--- src/rtl/ebml_pkg.sv ---
// shared types, element ids and the varint length helper function for the ebml element stream parser
package ebml_pkg;

   typedef enum logic [2:0] {
      KIND_CONTAINER = 3'd0,
      KIND_SKIPPED   = 3'd1,
      KIND_UNSIGNED  = 3'd2,
      KIND_FLOAT     = 3'd3,
      KIND_ERROR     = 3'd4
   } kind_type;

   typedef struct packed {
      logic [31:0] hdr_id;
      logic [31:0] payload_size;
      logic [31:0] element_value;
      kind_type    kind;
      logic        is_video_name;
   } result_type;

   localparam logic [31:0] ID_SEGMENT       = 32'h1853_8067;
   localparam logic [31:0] ID_INFO          = 32'h1549_A966;
   localparam logic [31:0] ID_TRACKS        = 32'h1654_AE6B;
   localparam logic [31:0] ID_TRACKENTRY    = 32'h0000_00AE;
   localparam logic [31:0] ID_TIMECODESCALE = 32'h002A_D7B1;
   localparam logic [31:0] ID_DURATION      = 32'h0000_4489;
   localparam logic [31:0] ID_TRACKTYPE     = 32'h0000_0083;
   localparam logic [31:0] ID_TRACKNAME     = 32'h0000_536E;

   localparam logic [7:0]  VINT_TOP_MARKER  = 8'h80;
   localparam logic [31:0] SIZE_SATURATED   = 32'hFFFF_FFFF;
   localparam logic [31:0] DURATION_FLOAT_BYTES = 32'd4;

   // varint length from the first byte, nine for a zero byte
   function automatic logic [3:0] vint_len(input logic [7:0] b);
      logic [3:0] n;
      n = 4'd9;
      for (int i = 0; i < 8; i++) begin
         if (b[i]) begin
            n = 4'(8 - i);
         end
      end
      return n;
   endfunction

endpackage

--- src/rtl/ebml_element_stream_parser_top.sv ---
// top level of the ebml element stream parser
//
//  channel | direction | handshake           | payload
//  req     | in        | req_valid/req_stall | req_data_byte
//  rsp     | out       | rsp_valid/rsp_stall | id, size, value, kind, video name flag
//  csr     | in        | csr_valid/csr_ready | csr_video_track_code
//
// one byte per cycle sustained while rsp_stall is low; a byte and its result pass through the
// input register, one pass of decode logic and the result register
// synchronous reset clears the parser state and sets the video track code to one
// req_stall rises only while the result register is full and rsp_stall is high
// after a malformed varint all further bytes are swallowed until reset
module ebml_element_stream_parser_top #(
   parameter int MAX_VARINT_BYTES = 8,
   parameter int VALUE_BYTES      = 4
) (
   input  logic        clock,
   input  logic        reset,
   input  logic        req_valid,
   output logic        req_stall,
   input  logic [7:0]  req_data_byte,
   output logic        rsp_valid,
   input  logic        rsp_stall,
   output logic [31:0] rsp_hdr_id,
   output logic [31:0] rsp_payload_size,
   output logic [31:0] rsp_element_value,
   output logic [2:0]  rsp_kind,
   output logic        rsp_is_video_name,
   input  logic        csr_valid,
   output logic        csr_ready,
   input  logic [7:0]  csr_video_track_code
);

   logic                 csr_write;
   logic [7:0]           video_code_ff;
   logic                 item_valid;
   logic [7:0]           item_byte;
   logic                 take;
   logic                 advance;
   logic                 res_valid;
   ebml_pkg::result_type res;

   assign csr_ready = 1'b1;
   assign csr_write = csr_valid && csr_ready;

   always_ff @(posedge clock) begin
      if (reset) begin
         video_code_ff <= 8'd1;
      end else if (csr_write) begin
         video_code_ff <= csr_video_track_code;
      end
   end

   ebml_input_stage u_input (
      .clock         (clock),
      .reset         (reset),
      .req_valid     (req_valid),
      .req_stall     (req_stall),
      .req_data_byte (req_data_byte),
      .take          (take),
      .item_valid    (item_valid),
      .item_byte     (item_byte)
   );

   ebml_parse_core #(
      .MAX_VARINT_BYTES (MAX_VARINT_BYTES),
      .VALUE_BYTES      (VALUE_BYTES)
   ) u_core (
      .clock            (clock),
      .reset            (reset),
      .item_valid       (item_valid),
      .item_byte        (item_byte),
      .advance          (advance),
      .video_track_code (video_code_ff),
      .take             (take),
      .res_valid        (res_valid),
      .res              (res)
   );

   ebml_output_stage u_output (
      .clock             (clock),
      .reset             (reset),
      .load_valid        (res_valid),
      .load_res          (res),
      .advance           (advance),
      .rsp_valid         (rsp_valid),
      .rsp_stall         (rsp_stall),
      .rsp_hdr_id        (rsp_hdr_id),
      .rsp_payload_size  (rsp_payload_size),
      .rsp_element_value (rsp_element_value),
      .rsp_kind          (rsp_kind),
      .rsp_is_video_name (rsp_is_video_name)
   );

   a_stall_only_on_full_output: assert property (
      @(posedge clock) disable iff (reset)
      req_stall |-> (rsp_valid && rsp_stall)
   ) else $error("input stalled while result register could move");

   a_error_fields_clear: assert property (
      @(posedge clock) disable iff (reset)
      (rsp_valid && rsp_kind == ebml_pkg::KIND_ERROR) |->
         (rsp_payload_size == 32'd0 && rsp_element_value == 32'd0 && !rsp_is_video_name)
   ) else $error("error item carries payload fields");

   a_video_name_only_on_trackname: assert property (
      @(posedge clock) disable iff (reset)
      (rsp_valid && rsp_is_video_name) |->
         (rsp_kind == ebml_pkg::KIND_SKIPPED && rsp_hdr_id == ebml_pkg::ID_TRACKNAME)
   ) else $error("video name flag on wrong element");

   a_silent_after_error: assert property (
      @(posedge clock) disable iff (reset)
      (rsp_valid && !rsp_stall && rsp_kind == ebml_pkg::KIND_ERROR) |=> !rsp_valid
   ) else $error("item emitted after parser stopped");

endmodule

--- src/rtl/ebml_input_stage.sv ---
// input register holding one stream byte for the parse core
module ebml_input_stage (
   input  logic       clock,
   input  logic       reset,
   input  logic       req_valid,
   output logic       req_stall,
   input  logic [7:0] req_data_byte,
   input  logic       take,
   output logic       item_valid,
   output logic [7:0] item_byte
);

   logic       valid_ff;
   logic       valid_in;
   logic [7:0] byte_ff;
   logic       accept;

   assign req_stall  = valid_ff && !take;
   assign accept     = req_valid && !req_stall;
   assign item_valid = valid_ff;
   assign item_byte  = byte_ff;

   always_comb begin
      valid_in = valid_ff;
      if (accept) begin
         valid_in = 1'b1;
      end else if (take) begin
         valid_in = 1'b0;
      end
   end

   always_ff @(posedge clock) begin
      if (reset) begin
         valid_ff <= 1'b0;
      end else begin
         valid_ff <= valid_in;
      end
   end

   always_ff @(posedge clock) begin
      if (accept) begin
         byte_ff <= req_data_byte;
      end
   end

endmodule

--- src/rtl/ebml_parse_core.sv ---
// element header and payload value decoder: parser state and the single-pass step logic
module ebml_parse_core #(
   parameter int MAX_VARINT_BYTES = 8,
   parameter int VALUE_BYTES      = 4
) (
   input  logic                   clock,
   input  logic                   reset,
   input  logic                   item_valid,
   input  logic [7:0]             item_byte,
   input  logic                   advance,
   input  logic [7:0]             video_track_code,
   output logic                   take,
   output logic                   res_valid,
   output ebml_pkg::result_type   res
);

   localparam int VLW = $clog2(MAX_VARINT_BYTES);
   localparam int VCW = $clog2(VALUE_BYTES + 1);

   typedef enum logic [2:0] {
      PHASE_ID      = 3'b001,
      PHASE_SIZE    = 3'b010,
      PHASE_PAYLOAD = 3'b100
   } phase_type;

   phase_type       phase_ff, phase_in;
   logic [31:0]     id_ff, id_in;
   logic [31:0]     size_ff, size_in;
   logic [VLW-1:0]  vleft_ff, vleft_in;
   logic [31:0]     payload_left_ff, payload_left_in;
   logic [31:0]     value_ff, value_in;
   logic [VCW-1:0]  vcnt_ff, vcnt_in;
   logic [7:0]      trk_code_ff, trk_code_in;
   logic            stopped_ff, stopped_in;

   assign take = item_valid && advance;

   always_comb begin
      logic [3:0]  vlen;
      logic [7:0]  marker;
      logic        bad_start;
      logic        hdr;
      logic        fin;
      logic        err;
      logic [31:0] fin_v;

      phase_in        = phase_ff;
      id_in           = id_ff;
      size_in         = size_ff;
      vleft_in        = vleft_ff;
      payload_left_in = payload_left_ff;
      value_in        = value_ff;
      vcnt_in         = vcnt_ff;
      trk_code_in     = trk_code_ff;
      stopped_in      = stopped_ff;
      res_valid       = 1'b0;
      res             = '0;
      res.kind        = ebml_pkg::KIND_SKIPPED;

      vlen      = ebml_pkg::vint_len(item_byte);
      marker    = ebml_pkg::VINT_TOP_MARKER >> (vlen - 4'd1);
      bad_start = (item_byte == 8'd0) || (vlen > 4'(MAX_VARINT_BYTES));
      hdr       = 1'b0;
      fin       = 1'b0;
      err       = 1'b0;
      fin_v     = '0;

      if (item_valid && !stopped_ff) begin
         unique case (phase_ff)
            PHASE_PAYLOAD: begin
               if (vcnt_ff < VCW'(VALUE_BYTES)) begin
                  value_in = {value_ff[23:0], item_byte};
                  vcnt_in  = vcnt_ff + VCW'(1);
               end
               payload_left_in = payload_left_ff - 32'd1;
               if (payload_left_in == 32'd0) begin
                  fin   = 1'b1;
                  fin_v = value_in;
               end
            end
            PHASE_SIZE: begin
               if (vleft_ff == '0) begin
                  if (bad_start) begin
                     err = 1'b1;
                  end else begin
                     size_in  = {24'd0, item_byte & ~marker};
                     vleft_in = VLW'(vlen - 4'd1);
                     hdr      = (vleft_in == '0);
                  end
               end else begin
                  size_in  = (size_ff[31:24] != 8'd0) ? ebml_pkg::SIZE_SATURATED
                                                       : {size_ff[23:0], item_byte};
                  vleft_in = vleft_ff - VLW'(1);
                  hdr      = (vleft_in == '0);
               end
            end
            default: begin
               phase_in = PHASE_ID;
               if (vleft_ff == '0) begin
                  id_in = '0;
                  if (bad_start) begin
                     err = 1'b1;
                  end else begin
                     id_in    = {24'd0, item_byte};
                     vleft_in = VLW'(vlen - 4'd1);
                  end
               end else begin
                  id_in    = {id_ff[23:0], item_byte};
                  vleft_in = vleft_ff - VLW'(1);
               end
               if (!err && vleft_in == '0) begin
                  phase_in = PHASE_SIZE;
                  size_in  = '0;
               end
            end
         endcase

         if (err) begin
            stopped_in       = 1'b1;
            res_valid        = 1'b1;
            res.hdr_id       = id_in;
            res.kind         = ebml_pkg::KIND_ERROR;
         end

         if (hdr) begin
            if (id_in == ebml_pkg::ID_SEGMENT || id_in == ebml_pkg::ID_INFO ||
                id_in == ebml_pkg::ID_TRACKS || id_in == ebml_pkg::ID_TRACKENTRY) begin
               phase_in         = PHASE_ID;
               res_valid        = 1'b1;
               res.hdr_id       = id_in;
               res.payload_size = size_in;
               res.kind         = ebml_pkg::KIND_CONTAINER;
            end else begin
               value_in = '0;
               vcnt_in  = '0;
               if (size_in == 32'd0) begin
                  fin   = 1'b1;
                  fin_v = '0;
               end else begin
                  payload_left_in = size_in;
                  phase_in        = PHASE_PAYLOAD;
               end
            end
         end

         if (fin) begin
            phase_in         = PHASE_ID;
            payload_left_in  = '0;
            vleft_in         = '0;
            res_valid        = 1'b1;
            res.hdr_id       = id_in;
            res.payload_size = size_in;
            unique case (id_in)
               ebml_pkg::ID_TIMECODESCALE: begin
                  res.kind          = ebml_pkg::KIND_UNSIGNED;
                  res.element_value = fin_v;
               end
               ebml_pkg::ID_TRACKTYPE: begin
                  res.kind          = ebml_pkg::KIND_UNSIGNED;
                  res.element_value = fin_v;
                  trk_code_in       = fin_v[7:0];
               end
               ebml_pkg::ID_DURATION: begin
                  res.kind          = ebml_pkg::KIND_FLOAT;
                  res.element_value = (size_in == ebml_pkg::DURATION_FLOAT_BYTES) ? fin_v : '0;
               end
               ebml_pkg::ID_TRACKNAME: begin
                  res.is_video_name = (trk_code_ff == video_track_code);
               end
               default: begin
                  res.kind = ebml_pkg::KIND_SKIPPED;
               end
            endcase
         end
      end
   end

   always_ff @(posedge clock) begin
      if (reset) begin
         phase_ff        <= PHASE_ID;
         id_ff           <= '0;
         size_ff         <= '0;
         vleft_ff        <= '0;
         payload_left_ff <= '0;
         value_ff        <= '0;
         vcnt_ff         <= '0;
         trk_code_ff     <= '0;
         stopped_ff      <= 1'b0;
      end else if (take) begin
         phase_ff        <= phase_in;
         id_ff           <= id_in;
         size_ff         <= size_in;
         vleft_ff        <= vleft_in;
         payload_left_ff <= payload_left_in;
         value_ff        <= value_in;
         vcnt_ff         <= vcnt_in;
         trk_code_ff     <= trk_code_in;
         stopped_ff      <= stopped_in;
      end
   end

endmodule

--- src/rtl/ebml_output_stage.sv ---
// result register towards the response channel
module ebml_output_stage (
   input  logic                  clock,
   input  logic                  reset,
   input  logic                  load_valid,
   input  ebml_pkg::result_type  load_res,
   output logic                  advance,
   output logic                  rsp_valid,
   input  logic                  rsp_stall,
   output logic [31:0]           rsp_hdr_id,
   output logic [31:0]           rsp_payload_size,
   output logic [31:0]           rsp_element_value,
   output logic [2:0]            rsp_kind,
   output logic                  rsp_is_video_name
);

   logic                 valid_ff;
   ebml_pkg::result_type res_ff;

   assign advance           = !valid_ff || !rsp_stall;
   assign rsp_valid         = valid_ff;
   assign rsp_hdr_id        = res_ff.hdr_id;
   assign rsp_payload_size  = res_ff.payload_size;
   assign rsp_element_value = res_ff.element_value;
   assign rsp_kind          = res_ff.kind;
   assign rsp_is_video_name = res_ff.is_video_name;

   always_ff @(posedge clock) begin
      if (reset) begin
         valid_ff <= 1'b0;
      end else if (advance) begin
         valid_ff <= load_valid;
      end
   end

   always_ff @(posedge clock) begin
      if (advance && load_valid) begin
         res_ff <= load_res;
      end
   end

endmodule
--- config.mk ---
export PLATFORM = sky130hd
export DESIGN_NAME = ebml_element_stream_parser_top
export DESIGN_NICKNAME = d
export VERILOG_FILES = /design/src/rtl/ebml_pkg.sv /design/src/rtl/ebml_element_stream_parser_top.sv /design/src/rtl/ebml_input_stage.sv /design/src/rtl/ebml_parse_core.sv /design/src/rtl/ebml_output_stage.sv
export SDC_FILE = /design/constraint.sdc
export NUM_CORES = 1
export LEC_CHECK = 0
export BUFFER_PORTS_ARGS = -buffer_cell sky130_fd_sc_hd__buf_2
export CAP_MARGIN = 25
export CORE_MARGIN = 3
export CORE_UTILIZATION = 60
export CTS_CLUSTER_DIAMETER = 50
export DETAILED_ROUTE_END_ITERATION = 7
export PLACE_DENSITY = 0.92
export SLEW_MARGIN = 20
export SYNTH_ARGS = -nofsm -noshare
export SYNTH_HDL_FRONTEND = slang
export SYNTH_SLANG_ARGS = --single-unit
--- constraint.sdc ---
create_clock -name clock -period 9.65 [get_ports clock]
set_clock_uncertainty 0.2 [all_clocks]
set_input_delay 1.4475 -clock clock [delete_from_list [all_inputs] [get_ports clock]]
set_output_delay 1.4475 -clock clock [all_outputs]
set_load 0.02 [all_outputs]
=== Word-level counts from Yosys, hierarchy flattened ===
Index checks and enable logic that the tools add are counted.

* Flip-flop bits (word level): 264
* Bits of input ports: 21
* Output and inout port bits: 103
* Word-level logic and storage cells: 156

* Add/sub/neg operators: 4
* Order comparisons: 2
* Equality and inequality tests: 13
* Shift-type cells: 1
* Mux-type cells: 82
* Bitwise operators: 2
* Reduce and logical (&&, ||, !) cells: 34

{| class="wikitable"
|+ Operator list
! cell !! number
|-
| 32-bit 2-to-1 mux || 24
|-
| 64-bit 2-to-1 mux || 2
|-
| 32-bit one-hot mux with 2 select lines || 2
|-
| 100-bit 2-to-1 mux || 1
|-
| 32-bit by 29-bit equality test with 1-bit output (second input constant) || 3
|-
| 32-bit by 15-bit equality test with 1-bit output (second input constant) || 2
|-
| 32-bit by 8-bit equality test with 1-bit output (second input constant) || 2
|-
| 32-bit logical NOT || 2
|-
| 3-bit 2-to-1 mux || 17
|-
| 32-bit by 22-bit equality test with 1-bit output (second input constant) || 1
|-
| 32-bit by 3-bit equality test with 1-bit output (second input constant) || 1
|-
| 32-bit by 1-bit subtractor with 32-bit output (second input constant) || 1
|-
| 4-bit 2-to-1 mux || 7
|-
| 1-bit 2-to-1 mux || 24
|-
| 3-bit logical NOT || 4
|-
| 3-bit one-hot mux with 3 select lines || 1
|-
| 3-bit AND reduction || 3
|-
| 8-bit AND || 1
|-
| 8-bit equality test || 1
|-
| 8-bit logical NOT || 1
|-
| 8-bit 2-to-1 mux || 1
|-
| 8-bit inverter || 1
|-
| 8-bit nonzero test || 1
|-
| 8-bit by 4-bit >> shifter with 8-bit output (first input constant) || 1
|-
| other kinds (18) || 34
|}

=== Depth between registers and ports, before layout ===
Gate-level depths: netlist of the first run.

* Depth in word-level cells: 27
* Mapped depth: 20
* Gate-level depth less buffers: 15

=== Hierarchy ===
Synthesis of the first run repeated with hierarchy kept, for this count alone.

* Cells, all modules: 1544
* Area total of the unflattened synthesis: 13832.0 µm²

{| class="wikitable"
|+ By module, submodules not included
! module !! times used !! cells an instance !! area an instance (µm²) !! seq. area each (µm²)
|-
| ebml_parse_core || 1 || 1399 || 10198.5 || 2922.8
|-
| ebml_output_stage || 1 || 105 || 3041.7 || 3022.9
|-
| ebml_element_stream_parser_top || 1 || 28 || 301.5 || 160.2
|-
| ebml_input_stage || 1 || 12 || 290.3 || 260.2
|}

=== Worst setup path before layout of the first run ===
No wires, ideal clock.

* Path type: reg-to-reg
* Start point: register u_input.byte_ff[5] (netlist: u_input.item_byte[5])
* End point: register u_output.res_ff (netlist bit u_output.rsp_element_value[0]), enable pin
* Library setup time: 0.494 ns
* Data arrival time: 6.354 ns
* Data required time: 8.956 ns
* Setup slack: 2.602 ns
* Cell stages (with the launch flop): 20
* Buffers on the path: 4
* Period minus slack after synthesis: 7.048 ns
* Path through: edfxtp_1 buf_4 nor3_1 o21ai_1 and2_1 inv_1 ha_1 buf_2 and2_1 nor3_1 a2111oi_0 o21ai_1 a221oi_1 o211ai_1 nand4b_1 or2_1 a41o_1 buf_6 buf_6 a21oi_2

* Cells in the longest elaborated chain, start to end: 22
* Elaborated cells on any way between the ends: 56
* Classes of those cells: 1 x add/sub; 1 x order compare; 4 x eq/ne; 1 x shift; 36 x mux; 2 x bitwise; 11 x reduce/logical

{| class="wikitable"
|+ Ends and longest elaborated chain
! element !! RTL line !! text
|-
| start, declared || ebml_input_stage.sv:15 || <nowiki>logic [7:0] byte_ff;</nowiki>
|-
| start signal, assigned || ebml_input_stage.sv:42 || <nowiki>byte_ff <= req_data_byte;</nowiki>
|-
| parallel branches: the longest is 19 deep, another holds 4-bit by 1-bit subtractor with 4-bit output || n/a ||
|-
| 1-bit 2-to-1 mux * || ebml_parse_core.sv:146 || <nowiki>if (fin) begin</nowiki>
|-
| 1-bit 2-to-1 mux * || ebml_parse_core.sv:68 || <nowiki>if (item_valid && !stopped_ff) begin</nowiki>
|-
| 1-bit logical AND * || ebml_output_stage.sv:37 || <nowiki>if (advance && load_valid) begin</nowiki>
|-
| end signal, assigned || ebml_output_stage.sv:38 || <nowiki>res_ff <= load_res;</nowiki>
|-
| end, declared || ebml_output_stage.sv:18 || <nowiki>ebml_pkg::result_type res_ff;</nowiki>
|}

Mark *: on every way between the ends. The select of a mux whose other input is x is not followed.
A chain may end at the register's enable or synchronous reset.

=== Final worst setup path of the first run ===
* Start point: register u_input.byte_ff[1] (netlist: u_input.item_byte[1])
* End point: register u_output.res_ff (netlist bit u_output.rsp_payload_size[29]), enable pin

* Cells in the longest elaborated chain, start to end: 26
* Elaborated cells on any way between the ends: 60
* Classes of those cells: 1 x add/sub; 1 x order compare; 4 x eq/ne; 1 x shift; 40 x mux; 2 x bitwise; 11 x reduce/logical

{| class="wikitable"
|+ Ends and longest elaborated chain
! element !! RTL line
|-
| parallel branches: the longest is 23 deep, another holds 4-bit by 1-bit subtractor with 4-bit output || n/a
|-
| 1-bit 2-to-1 mux * || ebml_parse_core.sv:146
|-
| 1-bit 2-to-1 mux * || ebml_parse_core.sv:68
|-
| 1-bit logical AND * || ebml_output_stage.sv:37
|}

Marked as above.

==> metrics, run 1 <==
status=complete, no violations; met1 Use GR=about half; global routing usage on met3=7.28%; complex-gate fraction of the synthesized area=between 20% and 30%; routed wire length=between 40000 and 50000 um; top-count cell post-synth=nor2_1; DRT Pass-1 Iters=6; Tot GR Track Use=roughly a third; CP Max Fanout=between 60 and 70; pwr dens=~160 mW/mm^2; Chip Height=around 160 um; Initial Util=61.4%; fin worst setup slack=3.05 ns; Vias=13100; hold buffers post-CTS=0; Min-Delay Path Class=reg -> reg; share of cells above drive strength 1=between 10% and 20%; Die W=around 160 um; Syn-to-layout area delta=11.1%; die footprint=roughly 0.025 mm^2; largest family of logic cells by synthesized area=simple AND/OR/NAND/NOR gates; critical path's largest stage delay=0.68 ns; slowest stage cell, crit path=edfxtp_1; Post-Synth Simple-Gate Area=between 20% and 30%; fraction of registers with async set/reset=0%; # Post-CTS Setup Buffers=0; final hold violations=0; synthesized-area fraction occupied by adder cells=less than 1%; Post-Synth XOR/XNOR Area=approximately 1.1%; worst skew pair latency=around 0.56 ns; RSZ-0062 raised after global routing=false; Remaining Overflow, GRT=0; fillcell total=1763; Cell Chain, Critical Path=nor2b_1, o21ai_1, and2_1, inv_1, ha_1, o41ai_1, a31oi_2, o21ai_4, nand2_1, a21oi_2, nand4b_1, or2_1, a41o_2, a21oi_4, buf_12; Post-synth top cells=235 x nor2_1, 224 x nand2_1, 156 x dfxtp_1; leading area contributor after synthesis=edfxtp_1; vias in the first global route=approximately 12000; reg2reg start=u_input.item_byte[1]; Longest Clk Path Bufs=3; DR WL/cell=between 20 and 25 um; Final #Nets=~1700; initial antenna violation count=0; multiplexer share of the synthesized area=about 3.2%; setup_tns=0 ns; PostCTS Resize Cnt=0; top_reg_cell synth=dfxtp_1; worst r2r dst=u_output.rsp_payload_size[29]; #FFs+latches synth=around 260; post-route ant nets=0; final core utilization=between 60% and 70%; DRT iter0 DRCs=approximately 1900; Hold EP=u_core.value_ff[30]; placer congestion estimate=~1.0; min Tclk post-route=6.60 ns; first-pass GRT wire length=approximately 66000 um; synthesized area=about 0.014 mm^2; WP data required=9.67 ns; min-delay src=u_core.value_ff[30]; # IOs=roughly 120; Seq/Total Area, Yosys=between 40% and 50%; max_cap viols=0; row count=55; Core Area=around 0.023 mm^2; post-synth top area share=between 20% and 30%; Slew @ Worst Pin=between 1 and 1.5 ns; Synth cell types=between 90 and 100; met2 GRT Util=48.9%; Setup-failing EPs final=0; Reg2Reg Depth=15; Synth Net Count=1645; Ant. Diodes=0; number of synthesized flops with an enable pin=roughly 110; period utilisation layout=a little under 70%; Hold Crit Depth=2; H-Tree Level Count=1; Ys Warns=0; # clock sinks=~260; DRC viols=0; I/O Buffers=~120; max-slew violations=0; TritonCTS clock tree=done; Worst R2R Setup Slack=between 3 and 4 ns; GRT busiest layer=met2; Peak VDD IR=0.121 mV; clk root buf=clkbuf_16; fmax=about 150 MHz; top cells by area, synth=edfxtp_1 23%, dfxtp_1 22%, nor2_1 6.3%, nand2_1 6.0%, a21oi_1 4.1%; pin count of the biggest net entering global routing=between 70 and 80; Syn Area/Cell=8.67 um^2; Place WS=around 2.7 ns; vias per cell=approximately 6.6; Setup crit end kind=flip-flop; Worst-path clk slew=roughly 0.060 ns; worst setup path category=reg -> reg; Num CTS Buffers=28; crit start category=flip-flop; Worst EP arrival=between 6 and 7 ns; HPWL after DPL=29700 um; Rel. slew slack=between 20% and 30%; Mapped Cells=1613; Pleak=around 5.6 nW
[per-stage QoR]
stage,instance area [um^2],cells,power [mW],hold slack [ns]
floorplan,14000,1613,1.36,0.236
global placement,14500,1935,1.42,0.241
detailed placement,14600,1937,1.42,0.249
CTS,15500,1989,2.46,0.259
global route,15500,1992,2.54,0.280
finish,15500,1992,2.46,0.256
[critical path: cells and delay by family (launching register included)]
kind,cells,cell delay [ns]
simple gates,5,1.49
fa+ha+maj,1,0.33
flops,1,0.68
compound gates,7,2.98
buf+inv,2,0.49
[cell type report]
cell class	instances	area [um^2]	area share [%]
Inverter	34	128	0.822
Sequential cell	264	6370	41.0
Multi-Input combinational cell	1188	6920	44.6
Tap cell	313	392	2.52
Clock inverter	17	135	0.870
Timing Repair Buffer	141	802	5.16
Clock buffer	35	788	5.08
[worst max path at each step]
stage | startpoint | to | cells after the start
global placement | u_input.item_byte[3] | u_output.rsp_payload_size[26] | 16
floorplan | u_input.item_byte[5] | u_output.rsp_element_value[0] | 19
finish | u_input.item_byte[1] | u_output.rsp_payload_size[29] | 15
global route | u_input.item_byte[4] | u_output.rsp_payload_size[27] | 16
detailed placement | u_input.item_byte[4] | u_output.rsp_payload_size[21] | 16
CTS | u_input.item_byte[4] | u_output.rsp_payload_size[20] | 16
[report_power, final]
part,leakage (nW),switching [mW],internal [mW]
logic,2.71,0.148,0.0623
clock network,0.457,0.463,0.588
registers,2.41,0.0310,1.17
total,5.58,0.643,1.82
[layout by cell type, fill, tap and decap left out, types with 12 or more instances in the layout]
cell         n
a211oi_1    36
nand3_1     27
buf_4       13
nand4_1     15
a21oi_2     24
clkbuf_16   29
a22o_1      25
or3_1       13
o21ai_0     46
dfxtp_1    155
mux2i_1     43
a22oi_1     12
nand2_1    224
o21ai_1     14
inv_1       34
nor2_1     234
buf_2      123
a21oi_1    113
nor4_1      25
o22ai_1     20
a31oi_1     22
edfxtp_1   108
nor2b_1     30
nor3_1      35
[cell families (layout without fill, tap and decap cells)]
group / Yosys count / after routing
and+or+nand+nor: 701 / 701
other: 1 / 1
xor gates and xnor gates: 16 / 16
buffers and inverters: 161 / 227
adders and majority gates: 11 / 11
muxes: 45 / 45
DFF: 264 / 264
AOI/OAI and AO/OA: 414 / 414
[registers in the layout, summed over array words and instances (netlist names), 3 cells and up]
name                        cells
u_output.rsp_kind               3
u_core.id_ff                   32
u_core.vleft_ff                 3
u_input.item_byte               8
u_core.phase_ff                 3
u_core.trk_code_ff              8
u_output.rsp_element_value     32
u_output.rsp_hdr_id            32
u_core.payload_left_ff         32
u_core.vcnt_ff                  3
u_core.value_ff                32
u_output.rsp_payload_size      32
u_core.size_ff                 32
video_code_ff                   8
[per-layer routing]
layer  part of all wire (%)  vias up
met5                      0        -
met4                    3.3        0
met3                     13      123
met2                     43      924
met1                     41     6121
li1                       -     5918
(Power assumes the default switching activity.)
==> run 2, diff against run 1 <==
==> constraint.sdc (replaced) <==
create_clock -name clock -period 6.2 [get_ports clock]
set_clock_uncertainty 0.2 [all_clocks]
set_input_delay 0.93 -clock clock [delete_from_list [all_inputs] [get_ports clock]]
set_output_delay 0.93 -clock clock [all_outputs]
set_load 0.02 [all_outputs]
==> metrics, run 2 (same netlist as run 1, synthesis figures left out) <==
period utilisation layout=90.4%; Placed Cells incl. Taps=approximately 1900; RSZ-0062 raised after global routing=false; Worst-path clk slew=around 0.060 ns; Place WS=0.742 ns; fmax=roughly 180 MHz; row count=55; # clock sinks=roughly 260; TritonCTS clock tree=done; Longest Clk Path Bufs=3; post-route ant nets=0; routed wire length=approximately 44000 um; HPWL after DPL=approximately 30000 um; Initial Util=61.4%; Peak VDD IR=about 0.24 mV; slowest stage cell, crit path=edfxtp_1; Syn-to-layout area delta=12.8%; Top delay family on crit path=compound AO/OA/AOI/OAI gates; fillcell total=between 1500 and 2000; Setup crit end kind=flip-flop; placer congestion estimate=~1; min Tclk post-route=approximately 5.6 ns; # IOs=approximately 120; Reg2Reg Depth=17; Final Cell Area=approximately 0.016 mm^2; max_cap viols=0; Die W=about 160 um; Pleak=5.70 nW; initial antenna violation count=0; fin worst setup slack=approximately 0.6 ns; Remaining Overflow, GRT=0; pwr dens=between 200 and 300 mW/mm^2; DRC viols=0; WP data required=between 6 and 7 ns; H-Tree Level Count=2; # Post-CTS Setup Buffers=0; vias per cell=about 6.6; Tot GR Track Use=approximately 34%; Slew @ Worst Pin=1.07 ns; worst skew pair latency=0.51 ns; pin count of the biggest net entering global routing=around 100; Worst EP arrival=~5.6 ns; DRT Pass-1 Iters=6; Chip Height=roughly 160 um; Finished Layout Cells=2010; Setup-failing EPs final=0; Rel. slew slack=28.2%; DR WL/cell=22.0 um; final hold violations=0; share of cells above drive strength 1=16.0%; DRT iter0 DRCs=2109; clk root buf=clkbuf_16; setup_tns=0 ns; Num CTS Buffers=34; Final #Nets=1703; first-pass GRT wire length=around 68000 um; Core Area=roughly 0.023 mm^2; vias in the first global route=between 10000 and 15000; crit start category=flip-flop; die footprint=about 0.025 mm^2; max-slew violations=0; worst setup path category=reg -> reg; commonest cells after routing, fill and taps aside=234 x nor2_1, 224 x nand2_1, 155 x dfxtp_1, 122 x buf_2, 113 x a21oi_1; critical path's largest stage delay=roughly 0.65 ns; Vias=around 13000; CP bufs+invs=3; Area after DPL=0.0146 mm^2; commonest non-fill, non-tap cell in the layout=nor2_1; Hold Crit Depth=2; Cell Chain, Critical Path=nor3_1, o21ai_1, and2_1, inv_1, ha_1, and2_1, nor3_1, buf_4, a2111oi_0, o21ai_1, a221oi_1, o211ai_1, nand4b_1, or2_1, a41o_2, a21oi_4, buf_12; Min-Delay Path Class=reg -> reg; I/O Buffers=between 100 and 150; CP Max Fanout=100; Stages on worst setup path=17; final core utilization=roughly 69%; status=complete, no violations; PostCTS Resize Cnt=0; hold buffers post-CTS=0
-- run 2: per-stage QoR --
stage	power (mW)	hold slack (ns)
finish	4.12	0.254
global route	4.22	0.277
CTS	4.10	0.256
detailed placement	2.23	0.248
global placement	2.22	0.242
floorplan	2.12	0.236
-- run 2: tightest hold or removal path, cell delays in order (launching register included) --
cell and delay [ns]:
dfxtp_1 0.31, nand2_1 0.05, a21oi_1 0.05
-- run 2: final cells by class --
cell class / instances / area [um^2] / area share (%)
repair buffers: 149 / 873 / 5.53
well taps: 313 / 392 / 2.48
inverters: 34 / 128 / 0.809
diodes: 1 / 2.50 / 0.0159
multi-input cells: 1188 / 6920 / 43.8
flip-flops and latches: 264 / 6370 / 40.4
clock inverters: 15 / 140 / 0.888
clock buffers: 46 / 958 / 6.07
-- run 2: power by group --
part	leakage [nW]	internal, mW	switching (mW)
combinational	2.76	0.103	0.242
sequential	2.41	1.82	0.0445
clock	0.534	1.14	0.768
-- run 2: worst paths after layout --
check / from / end / slack, ns
min: u_core.value_ff[27] / u_core.value_ff[27] / 0.25
max reg2reg: u_input.item_byte[7] / u_output.rsp_payload_size[29] / 0.59
max: u_input.item_byte[7] / u_output.rsp_payload_size[29] / 0.59
min reg2reg: u_core.value_ff[27] / u_core.value_ff[27] / 0.25
-- run 2: layer usage --
metal,up-vias,global-route usage (%),share of wire (%)
met5,-,0,0
met2,1006,51.5,44
met4,0,10.4,2.9
met3,124,7.50,12
li1,5949,-,-
met1,6264,49.2,41
==> run 3, diff against run 2 <==
--- a/config.mk
+++ b/config.mk
@@ -6,7 +6,7 @@
 export NUM_CORES = 1
 export LEC_CHECK = 0
 export BUFFER_PORTS_ARGS = -buffer_cell sky130_fd_sc_hd__buf_2
-export CAP_MARGIN = 25
+export CAP_MARGIN = 20
 export CORE_MARGIN = 3
 export CORE_UTILIZATION = 60
 export CTS_CLUSTER_DIAMETER = 50
@@ -15,4 +15,5 @@
 export SLEW_MARGIN = 20
 export SYNTH_ARGS = -nofsm -noshare
 export SYNTH_HDL_FRONTEND = slang
+export SYNTH_HIERARCHICAL = 1
 export SYNTH_SLANG_ARGS = --single-unit
==> metrics, run 3 <==
status=complete, no violations; # Post-CTS Setup Buffers=0; Syn Area/Cell=about 9 um^2; Mapped Cells=approximately 1500; period utilisation layout=91.9%; Peak VDD IR=0.180 mV; placer congestion estimate=1.00; Syn-to-layout area delta=11.7%; min Tclk post-route=~5.7 ns; pwr dens=~260 mW/mm^2; Chip Height=around 160 um; TritonCTS clock tree=done; DRT iter0 DRCs=2212; fin worst setup slack=between 0.5 and 0.6 ns; CP bufs+invs=2; Initial Util=slightly above 60%; Post-synth top cells=157 x a21oi_1, 156 x dfxtp_1, 147 x nand2_1; synthesized area=around 0.014 mm^2; top-count cell post-synth=a21oi_1; fraction of registers with async set/reset=0%; fmax=~180 MHz; worst setup path category=reg -> reg; crit start category=flip-flop; top cells by area, synth=edfxtp_1 23%, dfxtp_1 23%, a21oi_1 5.7%, nand2_1 4.0%, nor2_1 3.7%; top_reg_cell synth=dfxtp_1; Core Area=around 0.022 mm^2; Place WS=roughly 0.63 ns; row count=54; Worst EP arrival=around 5.7 ns; #FFs+latches synth=approximately 260; critical path's largest stage delay=0.75 ns; first-pass GRT wire length=around 65000 um; die footprint=0.0249 mm^2; RSZ-0062 raised after global routing=false; Num CTS Buffers=27; max-slew violations=0; CP Max Fanout=38; commonest cells after routing, fill and taps aside=156 x a21oi_1, 155 x dfxtp_1, 147 x nand2_1, 135 x nor2_1, 122 x buf_2; final hold violations=0; leading area contributor after synthesis=edfxtp_1; Tot GR Track Use=roughly a third; Clk network pwr share=a little over two fifths; Top delay family on crit path=compound AO/OA/AOI/OAI gates; Setup-failing EPs final=0; Ys Warns=6; DRC viols=0; Final #Nets=1620; Final Cell Area=0.0155 mm^2; Logic pwr share=9.6%; vias per cell=just under 7; Seq/Total Area, Yosys=approximately 46%; post-route ant nets=0; hold buffers post-CTS=0; CP most frequent cell=and2_1; Net Sw Frac=25.7%; routed wire length=42500 um; post-synth top area share=between 20% and 30%; Vias=between 10000 and 15000; H-Tree Level Count=1; Min-Delay Path Class=reg -> reg; internal power=a little under 3 mW; DR WL/cell=approximately 23 um; slowest stage cell, crit path=o31ai_1; Psw=approximately 1.0 mW; setup_tns=0 ns; Slew @ Worst Pin=roughly 1.1 ns; DRT Pass-1 Iters=7; Longest Clk Path Bufs=3; fillcell total=about 1600; sequential power share=between 40% and 50%; Fin Hold WS=approximately 0.26 ns; worst skew pair latency=0.54 ns; Pleak=about 5.3 nW; Rel. slew slack=about a quarter; initial antenna violation count=0; HPWL after DPL=28800 um; max_cap viols=0; number of synthesized flops with an enable pin=~110; Ant. Diodes=0; pin count of the biggest net entering global routing=a little under 70; # IOs=between 100 and 150; share of cells above drive strength 1=between 15 and 20%; Die W=~160 um; Synth Net Count=1576; Synth cell types=just under 90; Remaining Overflow, GRT=0; commonest non-fill, non-tap cell in the layout=a21oi_1; PostCTS Resize Cnt=0; Setup crit end kind=flip-flop; Cell Chain, Critical Path=nor2b_1, o21ai_0, and2_1, inv_1, ha_1, nand2b_1, o32a_1, and2_1, o31a_1, nand2_1, nand4_1, o31ai_1, a211oi_4, nor2_1, and2_4, buf_12; Worst-path clk slew=~0.060 ns; clk root buf=clkbuf_16; WP data required=6.23 ns; I/O Buffers=approximately 120; vias in the first global route=11600; Area after DPL=0.0145 mm^2; # clock sinks=~260
run 3: changes by cell type after synthesis, moves of 24 or more:
cell,before,now
and3_1,8,46
nor3_1,36,96
a22o_1,25,1
a21oi_1,114,157
clkbuf_1,79,119
nand2_1,224,147
nor2_1,235,137
o21ai_0,46,19
a21oi_2,25,0
run 3: final timing paths:
path                        start                endpoint  slack [ns]  depth (start not counted)
min           u_core/value_ff[25]     u_core/value_ff[25]        0.26                          2
max          u_input/item_byte[1]  u_output/rsp_hdr_id[3]        0.50                         16
min reg2reg   u_core/value_ff[25]     u_core/value_ff[25]        0.26                          2
max reg2reg  u_input/item_byte[1]  u_output/rsp_hdr_id[3]        0.50                         16
run 3: per-layer routing:
| layer | wire, um | vias to the layer above | GRT usage (%) |
|---|---|---|---|
| met5 | 0 | - | 0 |
| met1 | 17200 | 6071 | 48.0 |
| met2 | 18900 | 900 | 50.1 |
| met4 | 1290 | 0 | 8.93 |
| met3 | 5080 | 138 | 6.40 |
| li1 | - | 5764 | - |
run 3: power by group through the flow:
stage	logic (mW)	registers [mW]	clock network, mW
global placement	0.359	1.90	0
floorplan	0.277	1.88	0
global route	0.408	1.87	1.79
detailed placement	0.363	1.90	0
finish	0.382	1.87	1.72
CTS	0.367	1.86	1.73
run 3: cell type report:
type | instances | area [um^2] | share of cell area, %
Clock buffer | 29 | 693 | 4.49
Clock inverter | 20 | 244 | 1.58
Inverter | 29 | 109 | 0.704
Multi-Input combinational cell | 1115 | 6840 | 44.2
Sequential cell | 264 | 6370 | 41.2
Tap cell | 280 | 350 | 2.27
Timing Repair Buffer | 151 | 853 | 5.52
run 3: cell families (layout without fill, tap and decap cells):
group	after synthesis	in the layout	share of synthesized area, %
AND/OR/NAND/NOR	635	635	24.3
AO/OA/AOI/OAI	404	404	19.2
flip-flops	264	264	46.0
buffers and inverters	165	229	4.83
multiplexers	53	53	3.93
adder cells (fa/ha/maj)	11	11	0.995
XOR/XNOR	11	11	0.697
other	1	1	0.0271
run 3: metrics by stage:
step	total power, mW	util [%]	std cells
2_1_floorplan	2.15	-	1544
3_3_place_gp	2.26	65.3	1839
3_5_place_dp	2.27	65.3	1839
4_1_cts	3.96	69.5	1888
5_1_grt	4.07	69.5	1888
6_report	3.97	69.5	1888
run 3: worst reg2reg max path, stage by stage (launching register included):
cell	delay (ns)
edfxtp_1	0.68
nor2b_1	0.09
o21ai_0	0.35
and2_1	0.31
inv_1	0.12
ha_1	0.34
nand2b_1	0.23
o32a_1	0.31
and2_1	0.18
o31a_1	0.40
nand2_1	0.11
nand4_1	0.25
o31ai_1	0.75
a211oi_4	0.14
nor2_1	0.16
and2_4	0.45
buf_12	0.30
